## config.mk

```make
export PLATFORM = sky130hd
export DESIGN_NAME = lifo_stack_with_search
export DESIGN_NICKNAME = d
export VERILOG_FILES = /design/src/rtl/core/lss_pkg.sv /design/src/rtl/core/lifo_stack_with_search.sv /design/src/rtl/core/lss_mem.sv /design/src/rtl/core/lss_ctrl.sv
export SDC_FILE = /design/constraint.sdc
export NUM_CORES = 1
export LEC_CHECK = 0
export BUFFER_PORTS_ARGS = -buffer_cell sky130_fd_sc_hd__buf_4
export CORE_MARGIN = 2
export CORE_UTILIZATION = 40
export CTS_CLUSTER_SIZE = 10
export DETAILED_ROUTE_END_ITERATION = 8
export HOLD_SLACK_MARGIN = 0.06
export PLACE_DENSITY = 0.59
export SLEW_MARGIN = 10
export SYNTH_ARGS = -nofsm -noshare
export SYNTH_HDL_FRONTEND = slang
export SYNTH_SLANG_ARGS = --single-unit
export TNS_END_PERCENT = 100
```

## constraint.sdc

```tcl
create_clock -name clk -period 3.7 [get_ports clk]
set_input_delay 0.185 -clock clk [delete_from_list [all_inputs] [get_ports clk]]
set_output_delay 0.185 -clock clk [all_outputs]
set_load 0.02 [all_outputs]
```

## src/rtl/core/lss_pkg.sv

```systemverilog
`timescale 1ns / 1ps
package lss_pkg;

  localparam int DEPTH  = 16;
  localparam int IDX_W  = $clog2(DEPTH);
  localparam int CNT_W  = $clog2(DEPTH + 1);
  localparam int DATA_W = 32;
  localparam int POS_W  = 5;
  localparam int FUNC_W = 3;

  typedef enum logic [FUNC_W-1:0] {
    F_PUSH   = 3'd0,
    F_POP    = 3'd1,
    F_SEARCH = 3'd2,
    F_PEEK   = 3'd3,
    F_LIST   = 3'd4
  } func_t;

  typedef enum logic [1:0] {
    ST_OK       = 2'd0,
    ST_EMPTY    = 2'd1,
    ST_NOTFOUND = 2'd2,
    ST_FULL     = 2'd3
  } stat_t;

  typedef enum logic [1:0] {
    S_IDLE,
    S_EMIT,
    S_TOP,
    S_WALK
  } state_t;

  typedef struct packed {
    logic                     we;
    logic [IDX_W-1:0]         waddr;
    logic signed [DATA_W-1:0] wdata;
    logic                     re;
    logic [IDX_W-1:0]         raddr;
  } mem_req_t;

  typedef struct packed {
    logic                     valid;
    logic signed [DATA_W-1:0] data;
    logic [POS_W-1:0]         position;
    stat_t                    status;
    logic                     last;
  } res_t;

endpackage

```

## src/rtl/core/lifo_stack_with_search.sv

```systemverilog
`timescale 1ns / 1ps
// Push, pop, peek, and search or list on an empty stack: the request passes through the emit
// or top-of-stack state, which loads the result into the output register once that is free;
// no new item is taken until then. Search walks the stored words from the top, one memory read
// a cycle; list emits one word a cycle while the output register is free.
// A synchronous active-low reset empties the stack and the output register; the word memory
// itself is not cleared, as only entries written by a push are ever read.
module lifo_stack_with_search
  import lss_pkg::*;
(
  input  logic        clk,
  input  logic        rst_n,
  input  logic        in_tvalid,
  output logic        in_tready,
  input  logic [31:0] in_tdata,   // value[31:0]
  input  logic [2:0]  in_tuser,   // func[2:0]
  output logic        out_tvalid,
  input  logic        out_tready,
  output logic [39:0] out_tdata,  // data[31:0], position[36:32], zero fill[39:37]
  output logic [1:0]  out_tuser,  // status[1:0]
  output logic        out_tlast
);

  mem_req_t                 mem_req;
  logic signed [DATA_W-1:0] rdata;
  res_t                     res;
  logic                     out_free;

  logic                     out_valid_r;
  logic signed [DATA_W-1:0] out_data_r;
  logic [POS_W-1:0]         out_pos_r;
  stat_t                    out_stat_r;
  logic                     out_last_r;

  assign out_free = !out_valid_r || out_tready;

  lss_mem u_mem (
    .clk   (clk),
    .req   (mem_req),
    .rdata (rdata)
  );

  lss_ctrl u_ctrl (
    .clk      (clk),
    .rst_n    (rst_n),
    .in_valid (in_tvalid),
    .in_ready (in_tready),
    .func     (in_tuser),
    .value    (in_tdata),
    .out_free (out_free),
    .mem_req  (mem_req),
    .rdata    (rdata),
    .res      (res)
  );

  always_ff @(posedge clk) begin
    if (!rst_n) begin
      out_valid_r <= 1'b0;
    end else if (res.valid) begin
      out_valid_r <= 1'b1;
    end else if (out_tready) begin
      out_valid_r <= 1'b0;
    end
  end

  always_ff @(posedge clk) begin
    if (res.valid) begin
      out_data_r <= res.data;
      out_pos_r  <= res.position;
      out_stat_r <= res.status;
      out_last_r <= res.last;
    end
  end

  assign out_tvalid = out_valid_r;
  assign out_tdata  = {3'b000, out_pos_r, out_data_r};
  assign out_tuser  = out_stat_r;
  assign out_tlast  = out_last_r;

  a_res_fits: assert property (@(posedge clk) disable iff (!rst_n)
    res.valid |-> out_free)
    else $error("result produced while the output register is occupied");

  a_unused_func: assert property (@(posedge clk) disable iff (!rst_n)
    (in_tvalid && in_tready && in_tuser != F_PUSH && in_tuser != F_POP &&
     in_tuser != F_SEARCH && in_tuser != F_PEEK && in_tuser != F_LIST)
    |=> (in_tready && !res.valid))
    else $error("unused operation code left the controller busy");

  a_err_zero: assert property (@(posedge clk) disable iff (!rst_n)
    (out_tvalid && out_tuser != ST_OK) |-> (out_tdata[31:0] == 32'd0 && out_tlast))
    else $error("error result carries data or is not final");

  a_busy_no_ready: assert property (@(posedge clk) disable iff (!rst_n)
    (in_tvalid && in_tready && in_tuser == F_LIST) |=> !in_tready)
    else $error("list request did not occupy the controller");

endmodule

```

## src/rtl/core/lss_mem.sv

```systemverilog
`timescale 1ns / 1ps
module lss_mem
  import lss_pkg::*;
(
  input  logic                     clk,
  input  mem_req_t                 req,
  output logic signed [DATA_W-1:0] rdata
);

  logic signed [DATA_W-1:0] mem_q [DEPTH];
  logic signed [DATA_W-1:0] rdata_r;

  always_ff @(posedge clk) begin
    if (req.we) begin
      mem_q[req.waddr] <= req.wdata;
    end
  end

  always_ff @(posedge clk) begin
    if (req.re) begin
      rdata_r <= mem_q[req.raddr];
    end
  end

  assign rdata = rdata_r;

endmodule

```

## src/rtl/core/lss_ctrl.sv

```systemverilog
`timescale 1ns / 1ps
module lss_ctrl
  import lss_pkg::*;
(
  input  logic                     clk,
  input  logic                     rst_n,
  input  logic                     in_valid,
  output logic                     in_ready,
  input  logic [FUNC_W-1:0]        func,
  input  logic signed [DATA_W-1:0] value,
  input  logic                     out_free,
  output mem_req_t                 mem_req,
  input  logic signed [DATA_W-1:0] rdata,
  output res_t                     res
);

  state_t                   state_r, state_nxt;
  logic [CNT_W-1:0]         fill_r, fill_nxt;
  logic [IDX_W-1:0]         ptr_r, ptr_nxt;
  logic [CNT_W-1:0]         pos_r, pos_nxt;
  logic signed [DATA_W-1:0] key_r, key_nxt;
  logic                     list_r, list_nxt;
  stat_t                    hstat_r, hstat_nxt;
  logic [CNT_W-1:0]         hpos_r, hpos_nxt;

  logic             accept;
  logic             empty;
  logic             full;
  logic             done;
  logic             hit;
  logic [IDX_W-1:0] top_idx;

  assign accept  = in_valid && in_ready;
  assign empty   = (fill_r == '0);
  assign full    = (fill_r == CNT_W'(DEPTH));
  assign done    = (pos_r == fill_r);
  assign hit     = (rdata == key_r);
  assign top_idx = IDX_W'(fill_r - CNT_W'(1));

  always_comb begin
    state_nxt = state_r;
    case (state_r)
      S_IDLE: begin
        if (accept) begin
          case (func)
            F_PUSH:            state_nxt = S_EMIT;
            F_POP, F_PEEK:     state_nxt = empty ? S_EMIT : S_TOP;
            F_SEARCH, F_LIST:  state_nxt = empty ? S_EMIT : S_WALK;
            default:           state_nxt = S_IDLE;
          endcase
        end
      end
      S_EMIT, S_TOP: begin
        if (out_free) begin
          state_nxt = S_IDLE;
        end
      end
      S_WALK: begin
        if (list_r) begin
          if (out_free && done) begin
            state_nxt = S_IDLE;
          end
        end else if (hit || done) begin
          state_nxt = S_EMIT;
        end
      end
      default: state_nxt = S_IDLE;
    endcase
  end

  always_comb begin
    in_ready      = (state_r == S_IDLE);
    mem_req       = '0;
    mem_req.wdata = value;
    res           = '0;
    res.status    = ST_OK;
    res.last      = 1'b1;
    fill_nxt      = fill_r;
    ptr_nxt       = ptr_r;
    pos_nxt       = pos_r;
    key_nxt       = key_r;
    list_nxt      = list_r;
    hstat_nxt     = hstat_r;
    hpos_nxt      = hpos_r;
    case (state_r)
      S_IDLE: begin
        if (accept) begin
          hpos_nxt  = '0;
          hstat_nxt = ST_EMPTY;
          key_nxt   = value;
          case (func)
            F_PUSH: begin
              if (full) begin
                hstat_nxt = ST_FULL;
              end else begin
                hstat_nxt     = ST_OK;
                mem_req.we    = 1'b1;
                mem_req.waddr = IDX_W'(fill_r);
                fill_nxt      = fill_r + CNT_W'(1);
              end
            end
            F_POP, F_PEEK: begin
              if (!empty) begin
                mem_req.re    = 1'b1;
                mem_req.raddr = top_idx;
                if (func == F_POP) begin
                  fill_nxt = fill_r - CNT_W'(1);
                end
              end
            end
            F_SEARCH, F_LIST: begin
              if (!empty) begin
                mem_req.re    = 1'b1;
                mem_req.raddr = top_idx;
                ptr_nxt       = top_idx;
                pos_nxt       = CNT_W'(1);
                list_nxt      = (func == F_LIST);
              end
            end
            default: begin
            end
          endcase
        end
      end
      S_EMIT: begin
        if (out_free) begin
          res.valid    = 1'b1;
          res.position = POS_W'(hpos_r);
          res.status   = hstat_r;
        end
      end
      S_TOP: begin
        if (out_free) begin
          res.valid = 1'b1;
          res.data  = rdata;
        end
      end
      S_WALK: begin
        if (list_r) begin
          if (out_free) begin
            res.valid    = 1'b1;
            res.data     = rdata;
            res.position = POS_W'(pos_r);
            res.last     = done;
            if (!done) begin
              mem_req.re    = 1'b1;
              mem_req.raddr = ptr_r - IDX_W'(1);
              ptr_nxt       = ptr_r - IDX_W'(1);
              pos_nxt       = pos_r + CNT_W'(1);
            end
          end
        end else if (hit) begin
          hstat_nxt = ST_OK;
          hpos_nxt  = pos_r;
        end else if (done) begin
          hstat_nxt = ST_NOTFOUND;
          hpos_nxt  = '0;
        end else begin
          mem_req.re    = 1'b1;
          mem_req.raddr = ptr_r - IDX_W'(1);
          ptr_nxt       = ptr_r - IDX_W'(1);
          pos_nxt       = pos_r + CNT_W'(1);
        end
      end
      default: begin
      end
    endcase
  end

  always_ff @(posedge clk) begin
    if (!rst_n) begin
      state_r <= S_IDLE;
      fill_r  <= '0;
    end else begin
      state_r <= state_nxt;
      fill_r  <= fill_nxt;
    end
  end

  always_ff @(posedge clk) begin
    ptr_r   <= ptr_nxt;
    pos_r   <= pos_nxt;
    key_r   <= key_nxt;
    list_r  <= list_nxt;
    hstat_r <= hstat_nxt;
    hpos_r  <= hpos_nxt;
  end

endmodule

```

==> impl_results.md, run 1 <==
- Data required time at the worst endpoint: 4090 ps
- Via-per-instance ratio: 5.559
- Placer congestion estimate: 0.8135
- Static leakage power: about 10 nW
- Commonest non-fill, non-tap cells in the layout: edfxtp_1 (633), mux2i_1 (198), buf_4 (138)
- Hold path start: in_tvalid
- Area taken by multi-input logic gates: 7057 µm²
- Sinks on Clock Net: 641
- Max Fclk: ~0.29 GHz
- Synth-to-layout area growth: 16.88%
- Clock Skews: 22.89 ps
- Class of the most critical hold timing path: in2reg
- Status: completed
- Placed insts: 2,479
- Quantity of I/O buffers inserted on ports: 80
- TritonCTS Buffers: 74
- Largest fanout on the critical path: 26
- Reg-to-reg startpoint: u_mem.rdata[19]$_DFFE_PP_
- Number of warnings printed during yosys synthesis: 0
- Proportion of layout cells with a drive suffix above 1: 0.2489
- Chip height: between 200 and 300 µm
- Worst Setup End Kind: flop
- Area enclosed by the die boundary: 68,380 µm²
- Area of the placeable core: 65,750 µm²
- Register-to-Register Setup Slack: 190 ps
- Leading cell type in the layout, fill and taps excluded: edfxtp_1
- CTS HTree Levels: 3
- Post-Syn Area per Cell: 17.07 µm²
- Number of standard cells in the layout, taps in and fillers out: 2,608
- Arrival time of the worst setup path: 3900 ps
- Top Ports: 84
- Cell row count: 94
- Vias: ~14,000
- Maximum number of pins on one net before global-route repair: 79
- CTS root buf: clkbuf_16
- Tot Pwr: around 0.015 W
- TritonCTS clock tree: yes
- Final worst-path setup slack: 191.4 ps
- Minimum period implied by the final worst setup slack: 3509 ps
- Post-layout utilization of the core: 0.4715
- Final HPWL DP: about 37,000 µm
- Count of cells along the worst register-to-register path: 10
- Post-route DRC violation count: 0
- Worst setup path startpoint: u_mem.rdata[19]$_DFFE_PP_
- Number of distinct standard cells referenced by the synthesized netlist: 65
- Number of hold violations in the final report: 0
- Initial antenna violation count: 0
- Final worst hold slack: 148.8 ps
- Max VDD drop: about 310 µV
- Most frequently used flop master after synthesis: edfxtp_1
- Wire per inst: 25.57 µm
- Routed WL: 66,680 µm
- Category of the most critical setup path: reg2reg
- Sequential element share of the synthesized area: 0.7227
- Clock latency on the worst-skew pair: a little over 600 ps
- Detailed-routing iteration count for the pre-antenna-repair pass: 7
- Buffers from clock root to sink, at most: 3
- Share of flip-flops with an asynchronous set or reset: 0
- Worst-path clk slew: 60 ps
- Slew @ Worst Pin: about 1000 ps
- Final layout net count: between 1,500 and 2,000
- Number of violations reported at the end of detailed-routing iteration 0: around 1,200
- Remaining Overflow, GRT: 0
- FILL cells: between 5,000 and 6,000
- Antenna fix cells: 0
- RSZ-0062 raised after global routing: false
- Max-slew violation count: 0
- Number of setup violations in the final report: 0
- FF/Latch Area: 19,170 µm²
- Setup Slack @ Placement: -270.1 ps
- Gate Count Post-Synth: around 1,600
- Global-route wire length before repair: 96,260 µm
- Starting density of the core: 0.4034
- Power Density: approximately 500 nW/µm²
- Vias in the first global route: approximately 14,000
- Element type at the critical path start: flop
- Overall Global Routing Usage: 0.1941
- Mapped cell area: 26,520 µm²
- Overall die width: about 260 µm
- Number of synthesized register bits: ~640
- Cell depth of the worst min-delay path: 5
- Count of flip-flops with a built-in enable after synthesis: 633
- Share of the clock period used by the worst path after layout: 0.9483
- Worst relative slew slack: 0.3275
- Post-DRT Antenna Nets: 0
- Number of maximum-capacitance constraint violations: 0
==> state kept, by name, summed over array words and instances, names as in the netlist <==
register,flops
u_ctrl.hstat_r,2
u_ctrl.list_r,1
u_ctrl.ptr_r,4
u_ctrl.fill_r,5
out_pos_r,5
u_ctrl.state_r,2
out_data_r,32
out_tuser,2
u_mem.rdata,32
out_tlast,1
u_ctrl.hpos_r,5
out_tvalid,1
u_mem.mem_q,512
u_ctrl.key_r,32
u_ctrl.pos_r,5
==> through the flow <==
| step | TNS [ps] | instance area, µm² |
|---|---|---|
| after CTS | 0 | 30930 |
| after global placement | -717.6 | 28580 |
| final | 0 | 31000 |
| after detailed placement | -1402 | 28580 |
| after global routing | 0 | 31000 |
| after floorplan | -427.9 | 26530 |
==> routing by layer <==
| layer | share of wire | vias up | track usage |
|---|---|---|---|
| li1 | - | 6411 | - |
| met2 | 0.48 | 497 | 0.3134 |
| met1 | 0.44 | 7511 | 0.2732 |
| met5 | 0 | - | 0 |
| met4 | 0.021 | 0 | 0.05761 |
| met3 | 0.061 | 80 | 0.02836 |
==> Yosys cell counts, types with 3 or more instances <==
master | n | area [µm²]
and2_1 | 40 | 250.2
nand2b_1 | 3 | 18.77
xnor2_1 | 12 | 105.1
or2_2 | 129 | 807.0
nor4_1 | 6 | 37.54
buf_6 | 11 | 123.9
mux2_1 | 36 | 405.4
mux2_2 | 10 | 112.6
buf_2 | 31 | 155.2
buf_1 | 5 | 18.77
ha_1 | 9 | 112.6
a221o_1 | 64 | 640.6
clkbuf_1 | 32 | 120.1
inv_1 | 10 | 37.54
buf_4 | 10 | 75.07
o2bb2ai_1 | 64 | 560.5
nand2_1 | 16 | 60.06
edfxtp_1 | 633 | 19010
mux2_4 | 18 | 270.3
nand3b_1 | 3 | 22.52
dfxtp_1 | 8 | 160.2
nor2b_1 | 4 | 25.02
or3_1 | 4 | 25.02
o21ai_0 | 7 | 35.03
and3_1 | 7 | 43.79
o22ai_1 | 33 | 206.5
a22o_1 | 6 | 52.55
a21oi_1 | 12 | 60.06
nor3_1 | 4 | 20.02
nand3_1 | 6 | 30.03
nand4_1 | 7 | 43.79
mux2i_1 | 198 | 1982
xor2_1 | 38 | 332.8
nor2_1 | 35 | 131.4
==> worst max-delay path, stage by stage, from the launching register on <==
cell	delay, ps
edfxtp_1	440
xor2_1	270
nor4_4	440
nand4_1	250
o2111ai_1	260
buf_4	240
nand2_8	210
buf_12	280
mux2i_1	140
a221o_1	410
o22ai_1	310
==> area by class of cell <==
cell class,count,area share
Multi-Input combinational cell,813,0.2276
Inverter,12,0.001453
Sequential cell,641,0.6183
Tap cell,864,0.03487
Clock inverter,4,0.001049
Timing Repair Buffer,188,0.05408
Clock buffer,86,0.06256
==> logic make-up after synthesis <==
kind of cell             Yosys count  share of synthesized area
flip-flops                       641                     0.7227
AND/OR/NAND/NOR                  278                    0.06251
multiplexers                     262                     0.1044
AO/OA/AOI/OAI                    210                    0.06836
buffers and inverters            103                    0.02104
XOR/XNOR                          50                    0.01651
adder cells (fa/ha/maj)            9                   0.004246
other                              1                  0.0001414
==> report_power, final <==
group          switching [W]  internal (W)  total [W]
clock                0.00262       0.00364    0.00626
sequential         0.0000457       0.00811    0.00816
combinational       0.000646      0.000414    0.00106
total                0.00331        0.0122     0.0155
==> path summary, 6_finish.rpt <==
path / to
max: u_mem.rdata[15]$_DFFE_PP_
min: u_ctrl.state_r[0]$_SDFFE_PN0P_
max reg2reg: u_mem.rdata[15]$_DFFE_PP_
min reg2reg: out_pos_r[2]$_DFFE_PP_
==> repair_timing <==
action / in CTS / in global routing
setup buffers: 0 / 2
resized for setup: 3 / 2
pin swaps: 0 / 2
endpoints found under the hold margin: 554 / 0
gates cloned: 0 / 1
endpoints found under the setup margin: 21 / 4
hold buffers: 36 / 0
(Power assumes the default switching activity.)
==> run 2, diff against run 1 <==
==> constraint.sdc (replaced) <==
create_clock -name clk -period 3.7 [get_ports clk]
set_input_delay 0.555 -clock clk [delete_from_list [all_inputs] [get_ports clk]]
set_output_delay 0.555 -clock clk [all_outputs]
set_load 0.02 [all_outputs]
==> run 2 against run 1 <==
  * Clock power rose by 3%
  * Combinational power fell by 4%
  * Cell count fell by 1.0%
  * Sequential share of layout area rose by 0.39 points
  * Wire length fell by 0.98%
  * Via count fell by 2.4%
  * Clock-buffer cell count rose by 1
  * Register-to-register slack got worse by 100 ps
  * Die area did not move
  * Largest power group unchanged
==> impl_results.md, run 2 (synthesis gave the netlist of run 1 again) <==
- Max VDD drop: 310.6 µV (+1.6%)
- Commonest non-fill, non-tap cells in the layout: edfxtp_1 (633), mux2i_1 (198), buf_4 (137)
- Cell row count: 94 (unchanged)
- Cell-by-cell trace of the critical path: xor2_1 -> nor4_4 -> nand4_1 -> o2111ai_1 -> buf_4 -> nand2_8 -> buf_4 -> mux2i_1 -> a221o_1 -> o22ai_1
- Number of flip-flops in the largest register: 512 (unchanged)
- Cell depth of the worst min-delay path: 2 (-3)
- Initial antenna violation count: 1 (+1)
- Category of the most critical setup path: reg2reg
- Post-DRT Antenna Nets: 0 (unchanged)
- Cell with the largest stage delay on the worst path: edfxtp_1
- Final worst-path setup slack: 88.67 ps (-102.7 ps)
- Status: completed
- Element type at the critical path start: flop
- Placed insts: 2,481 (+0.081%)
- Worst-path clk slew: 50 ps (about the same)
- Worst Setup End Kind: flop
- Leading cell type in the layout, fill and taps excluded: edfxtp_1
- Area enclosed by the die boundary: 68,380 µm² (unchanged)
- Number of maximum-capacitance constraint violations: 0 (unchanged)
- Slew @ Worst Pin: 968.0 ps (-38.51 ps)
- Arrival time of the worst setup path: 3980 ps (+80 ps)
- Number of standard cells in the layout, taps in and fillers out: 2,582 (-1.0%)
- FILL cells: 5,493 (+0.091%)
- Area of the placeable core: 65,750 µm² (unchanged)
- Starting density of the core: 0.4034 (unchanged)
- Detailed-routing iteration count for the pre-antenna-repair pass: 6 (-1)
- Largest stage delay on the critical path: 460 ps (+20 ps)
- Overall die width: 261.5 µm (unchanged)
- Static leakage power: 9.788 nW (-0.83%)
- Max Fclk: 0.2769 GHz (-2.8%)
- Sinks on Clock Net: 641 (unchanged)
- TritonCTS Buffers: 75 (+1.4%)
- Number of setup violations in the final report: 0 (unchanged)
- Count of cells along the worst register-to-register path: 10 (unchanged)
- Critical path's most frequent cell: buf_4
- Buffers from clock root to sink, at most: 3 (unchanged)
- Top Ports: 84 (unchanged)
- Post-route DRC violation count: 0 (unchanged)
- Clock latency on the worst-skew pair: 610 ps (about the same)
- Final HPWL DP: 36,740 µm (-0.44%)
- Routed WL: 66,020 µm (-0.98%)
- Reg-to-reg startpoint: u_mem.rdata[19]$_DFFE_PP_
- Worst relative slew slack: 0.3532 (+0.02573)
- Overall Global Routing Usage: 0.1927 (-0.001365)
- Setup Slack @ Placement: -331.0 ps (-60.82 ps)
- Largest register by flop count: u_mem.mem_q
- Wire per inst: 25.57 µm (about the same)
- FF/Latch Area: 19,170 µm² (unchanged)
- Final layout net count: 1,746 (-1.8%)
- Power Density: 507.0 nW/µm² (+1.5%)
- Clock Skews: 21.14 ps (-1.750 ps)
- Via-per-instance ratio: 5.483 (-1.4%)
- CTS HTree Levels: 3 (unchanged)
- RSZ-0062 raised after global routing: false
- Maximum number of pins on one net before global-route repair: 79 (unchanged)
- Hold buffer count at CTS: 0 (-100%)
- Class of the most critical hold timing path: in2reg
- Proportion of layout cells with a drive suffix above 1: 0.2568 (+0.007990)
- Largest fanout on the critical path: 20 (-23%)
- Vias: 14,157 (-2.4%)
- Share of the clock period used by the worst path after layout: 0.9760 (+0.02776)
- Minimum period implied by the final worst setup slack: 3611 ps (+102.7 ps)
- Number of hold violations in the final report: 0 (unchanged)
- Standard cell area after detailed placement: 28,660 µm² (+0.27%)
- Number of violations reported at the end of detailed-routing iteration 0: 1,212 (-1.9%)
- Hold path start: rst_n
- Placer congestion estimate: 0.8018 (-1.4%)
- Area taken by multi-input logic gates: 7057 µm² (unchanged)
- Worst setup path startpoint: u_mem.rdata[19]$_DFFE_PP_
- Global-route wire length before repair: 95,700 µm (-0.58%)
- Vias in the first global route: 14,230 (-0.36%)
- Post-route design area: 30,800 µm² (-0.63%)
- Quantity of I/O buffers inserted on ports: 80 (unchanged)
- CTS root buf: clkbuf_16
- Synth-to-layout area growth: 16.15%
- Max-slew violation count: 0 (unchanged)
- TritonCTS clock tree: yes
- Data required time at the worst endpoint: 4070 ps (-20 ps)
- Remaining Overflow, GRT: 0 (unchanged)
- Chip height: 261.5 µm (unchanged)
-- run 2: report_power, final --
| group | internal, W | switching [W] |
|---|---|---|
| logic | 0.000389 | 0.000633 |
| clock network | 0.00375 | 0.00269 |
| registers | 0.00811 | 0.0000461 |
-- run 2: final cells by class --
type | instances | area share
clock inverter | 9 | 0.002478
tap | 864 | 0.03509
multi-input combinational | 813 | 0.2291
inverter | 12 | 0.001462
antenna | 1 | 0.00008123
timing repair buffer | 155 | 0.04509
clock buffer | 87 | 0.06446
sequential | 641 | 0.6223
-- run 2: what timing repair did --
action | in CTS | in global routing
resized for setup | 4 | 1
cloned | 0 | 1
pin swaps | 0 | 2
endpoints found under the setup margin | 27 | 12
hold endpoints to repair | 0 | 0
setup buffers | 0 | 3
-- run 2: metrics by stage --
step | utilization | TNS, ps | hold slack [ps] | total power [W]
detailed placement | 0.4359 | -3154 | 529.8 | 0.009321
global placement | 0.4359 | -2419 | 531.5 | 0.009305
floorplan | - | -427.9 | 509.4 | 0.008898
finish | 0.4685 | 0 | 208.7 | 0.01562
global route | 0.4685 | 0 | 215.4 | 0.01610
CTS | 0.4677 | 0 | 199.1 | 0.01576
-- run 2: layer usage --
metal / wire length (µm) / GRT usage
met1: 29210 / 0.2686
met2: 31530 / 0.3101
met3: 4217 / 0.03813
met4: 1063 / 0.05019
met5: 0 / 0
-- run 2: path summary, 6_finish.rpt --
kind                               end  slack, ps
max          u_mem.rdata[30]$_DFFE_PP_         90
max reg2reg  u_mem.rdata[30]$_DFFE_PP_         90
min reg2reg     out_pos_r[4]$_DFFE_PP_        540
min            out_tvalid$_SDFFE_PN0P_        210
-- run 2: critical path, delay by kind of cell, from the launching register on --
family | cells | cell delay, ps
AND/OR/NAND/NOR | 3 | 920
buffers and inverters | 2 | 550
AO/OA/AOI/OAI | 3 | 980
multiplexers | 1 | 130
XOR/XNOR | 1 | 270
flip-flops | 1 | 460
==> run 3, diff against run 2 <==
==> constraint.sdc (replaced) <==
create_clock -name clk -period 3.3 [get_ports clk]
set_input_delay 0.495 -clock clk [delete_from_list [all_inputs] [get_ports clk]]
set_output_delay 0.495 -clock clk [all_outputs]
set_load 0.02 [all_outputs]
==> run 3 against run 2 <==
  * Maximum frequency is 12% higher
  * Die area stayed put
  * Wire length is 0.58% lower
  * Total power is 13% higher
  * Clock-buffer cell count is 11 higher
  * Critical path depth stayed put
  * Design area is 1.1% higher
  * Worst hold slack worse by 57 ps
==> impl_results.md, run 3 (synthesis gave the netlist of run 1 again) <==
- Post-route design area: 31,130 µm² (+1.1%)
- Placed insts: 2,498 (+0.69%)
- Status: completed
- Slew @ Worst Pin: 1032 ps (+63.66 ps)
- Detailed-routing iteration count for the pre-antenna-repair pass: 5 (-1)
- Overall die width: 261.5 µm (unchanged)
- Arrival time of the worst setup path: 3550 ps (-430 ps)
- Post-DRT Antenna Nets: 0 (unchanged)
- Overall Global Routing Usage: 0.1923 (-0.0004386)
- Worst relative slew slack: 0.3106 (-0.04263)
- Category of the most critical setup path: reg2reg
- Register-to-Register Setup Slack: 80 ps (about the same)
- Maximum number of pins on one net before global-route repair: 84 (+6.3%)
- CTS HTree Levels: 3 (unchanged)
- Synth-to-layout area growth: 17.39%
- Minimum period implied by the final worst setup slack: 3224 ps (-387.4 ps)
- Largest register by flop count: u_mem.mem_q
- Element type at the critical path start: flop
- Max-slew violation count: 0 (unchanged)
- Final layout net count: 1,760 (+0.80%)
- RSZ-0062 raised after global routing: false
- Cell row count: 94 (unchanged)
- Number of hold violations in the final report: 0 (unchanged)
- Number of maximum-capacitance constraint violations: 0 (unchanged)
- Data required time at the worst endpoint: 3630 ps (-440 ps)
- Area enclosed by the die boundary: 68,380 µm² (unchanged)
- Number of standard cells in the layout, taps in and fillers out: 2,603 (+0.81%)
- Leading cell type in the layout, fill and taps excluded: edfxtp_1
- Critical path capture point: u_mem.rdata[11]$_DFFE_PP_
- Class of the most critical hold timing path: in2reg
- Worst Setup End Kind: flop
- FF/Latch Area: 19,170 µm² (unchanged)
- Worst setup path startpoint: u_mem.rdata[13]$_DFFE_PP_
- Global-route wire length before repair: 96,170 µm (+0.50%)
- Worst path buffer plus inverter count: 2 (unchanged)
- Number of violations reported at the end of detailed-routing iteration 0: 1,245 (+2.7%)
- Largest stage delay on the critical path: 450 ps (about the same)
- Clock Skews: 35.92 ps (+14.79 ps)
- Starting density of the core: 0.4034 (unchanged)
- Area of the placeable core: 65,750 µm² (unchanged)
- Placer congestion estimate: 0.8462 (+5.5%)
- Critical path's most frequent cell: buf_4
- TritonCTS Buffers: 75 (unchanged)
- TritonCTS clock tree: yes
- Area taken by multi-input logic gates: 7087 µm² (+0.43%)
- CTS root buf: clkbuf_16
- Number of setup violations in the final report: 0 (unchanged)
- Cell-by-cell trace of the critical path: xor2_1 -> nor4_4 -> nand4_1 -> o2111ai_1 -> buf_4 -> a21oi_4 -> buf_4 -> mux2_2 -> o2bb2ai_1 -> o22ai_1
- Final HPWL DP: 37,730 µm (+2.7%)
- Proportion of layout cells with a drive suffix above 1: 0.2639 (+0.007101)
- Max VDD drop: 397.1 µV (+28%)
- Sum of negative setup slack: 0 ps (unchanged)
- Share of the clock period used by the worst path after layout: 0.9769 (about the same)
- Power Density: 566.5 nW/µm² (+12%)
- Routed WL: 65,640 µm (-0.58%)
- Hold path start: rst_n
- Hold buffer count at CTS: 0 (unchanged)
- End of the worst register-to-register path: u_mem.rdata[11]$_DFFE_PP_
- Antenna fix cells: 0 (-1)
- Via-per-instance ratio: 5.503 (+0.37%)
- Buffers from clock root to sink, at most: 3 (unchanged)
- Quantity of I/O buffers inserted on ports: 80 (unchanged)
- Largest fanout on the critical path: 13 (-35%)
- Cell type group with the largest total delay on the critical path: compound AO/OA/AOI/OAI gates
- Number of flip-flops in the largest register: 512 (unchanged)
- CP Depth: 10 (unchanged)
- Post-route DRC violation count: 0 (unchanged)
- Top Ports: 84 (unchanged)
- Clock latency on the worst-skew pair: 620 ps (about the same)
- Cell with the largest stage delay on the worst path: edfxtp_1
- Sinks on Clock Net: 641 (unchanged)
- Max Fclk: 0.3102 GHz (+12%)
- Chip height: 261.5 µm (unchanged)
- Number of buffers added for setup after CTS: 0 (unchanged)
- FILL cells: 5,454 (-0.71%)
- Reg-to-reg startpoint: u_mem.rdata[13]$_DFFE_PP_
- Standard cell area after detailed placement: 28,920 µm² (+0.93%)
- Vias in the first global route: 14,691 (+3.2%)
- Static leakage power: 9.923 nW (+1.4%)
- Count of cells along the worst register-to-register path: 10 (unchanged)
- Remaining Overflow, GRT: 0 (unchanged)
- Initial antenna violation count: 2 (+1)
- Vias: 14,325 (+1.2%)
- Wire per inst: 25.22 µm (-1.4%)
- Commonest non-fill, non-tap cells in the layout: edfxtp_1 (633), mux2i_1 (198), buf_4 (141)
- Worst-path clk slew: 50 ps (about the same)
[run 3: cell count changes in the layout (fill, tap and decap cells not counted), sizes merged]
cell and delta:
buf +14, clkbuf +12, clkinv -4, diode -1, inv +1, nand2 -1
[run 3: through the flow]
step	utilization	setup WS [ps]	total power [W]	hold WS, ps
global route	0.4736	6.095	0.01820	144.6
detailed placement	0.4399	-107.3	0.01046	528.4
finish	0.4736	76.11	0.01764	151.3
global placement	0.4399	-126.4	0.01044	530.4
CTS	0.4723	71.89	0.01779	115.0
floorplan	-	-367.4	0.009977	509.4
[run 3: layout make-up]
class                   instances  share of cell area
multi-input cells             812              0.2276
clock inverters                 6            0.002331
clock buffers                  98             0.06542
inverters                      12            0.001447
repair buffers                170             0.05281
well taps                     864             0.03472
flip-flops and latches        641              0.6157
[run 3: per-layer routing]
metal	global-route usage	vias to the layer above	wire length [µm]
li1	-	6380	-
met2	0.3128	401	31220
met1	0.2691	7438	29860
met4	0.05461	4	1331
met3	0.02904	102	3201
met5	0	-	23
[run 3: how the worst min path moves through the flow]
stage	depth (start not counted)	slack (ps)	endpoint
finish	2	150	u_ctrl.state_r[1]$_SDFFE_PN0P_
global route	2	140	u_ctrl.state_r[1]$_SDFFE_PN0P_
CTS	2	120	u_ctrl.state_r[1]$_SDFFE_PN0P_
detailed placement	1	530	out_pos_r[3]$_DFFE_PP_
global placement	1	530	out_pos_r[3]$_DFFE_PP_
floorplan	2	510	u_ctrl.state_r[0]$_SDFFE_PN0P_
[run 3: where the power goes]
group          internal [W]  switching [W]
logic              0.000449       0.000713
registers           0.00909      0.0000575
clock network       0.00428        0.00304
total                0.0138        0.00381
[run 3: what timing repair did]
item,in CTS,in global routing
cloned,0,1
setup endpoints to repair,19,2
resized for setup,3,7
pin swaps,0,1
[run 3: worst register-to-register path, cell delays in order (launching register included)]
cell and delay (ps):
edfxtp_1 450, xor2_1 390, nor4_4 120, nand4_1 160, o2111ai_1 150, buf_4 190, a21oi_4 440, buf_4 360
mux2_2 380, o2bb2ai_1 220, o22ai_1 100
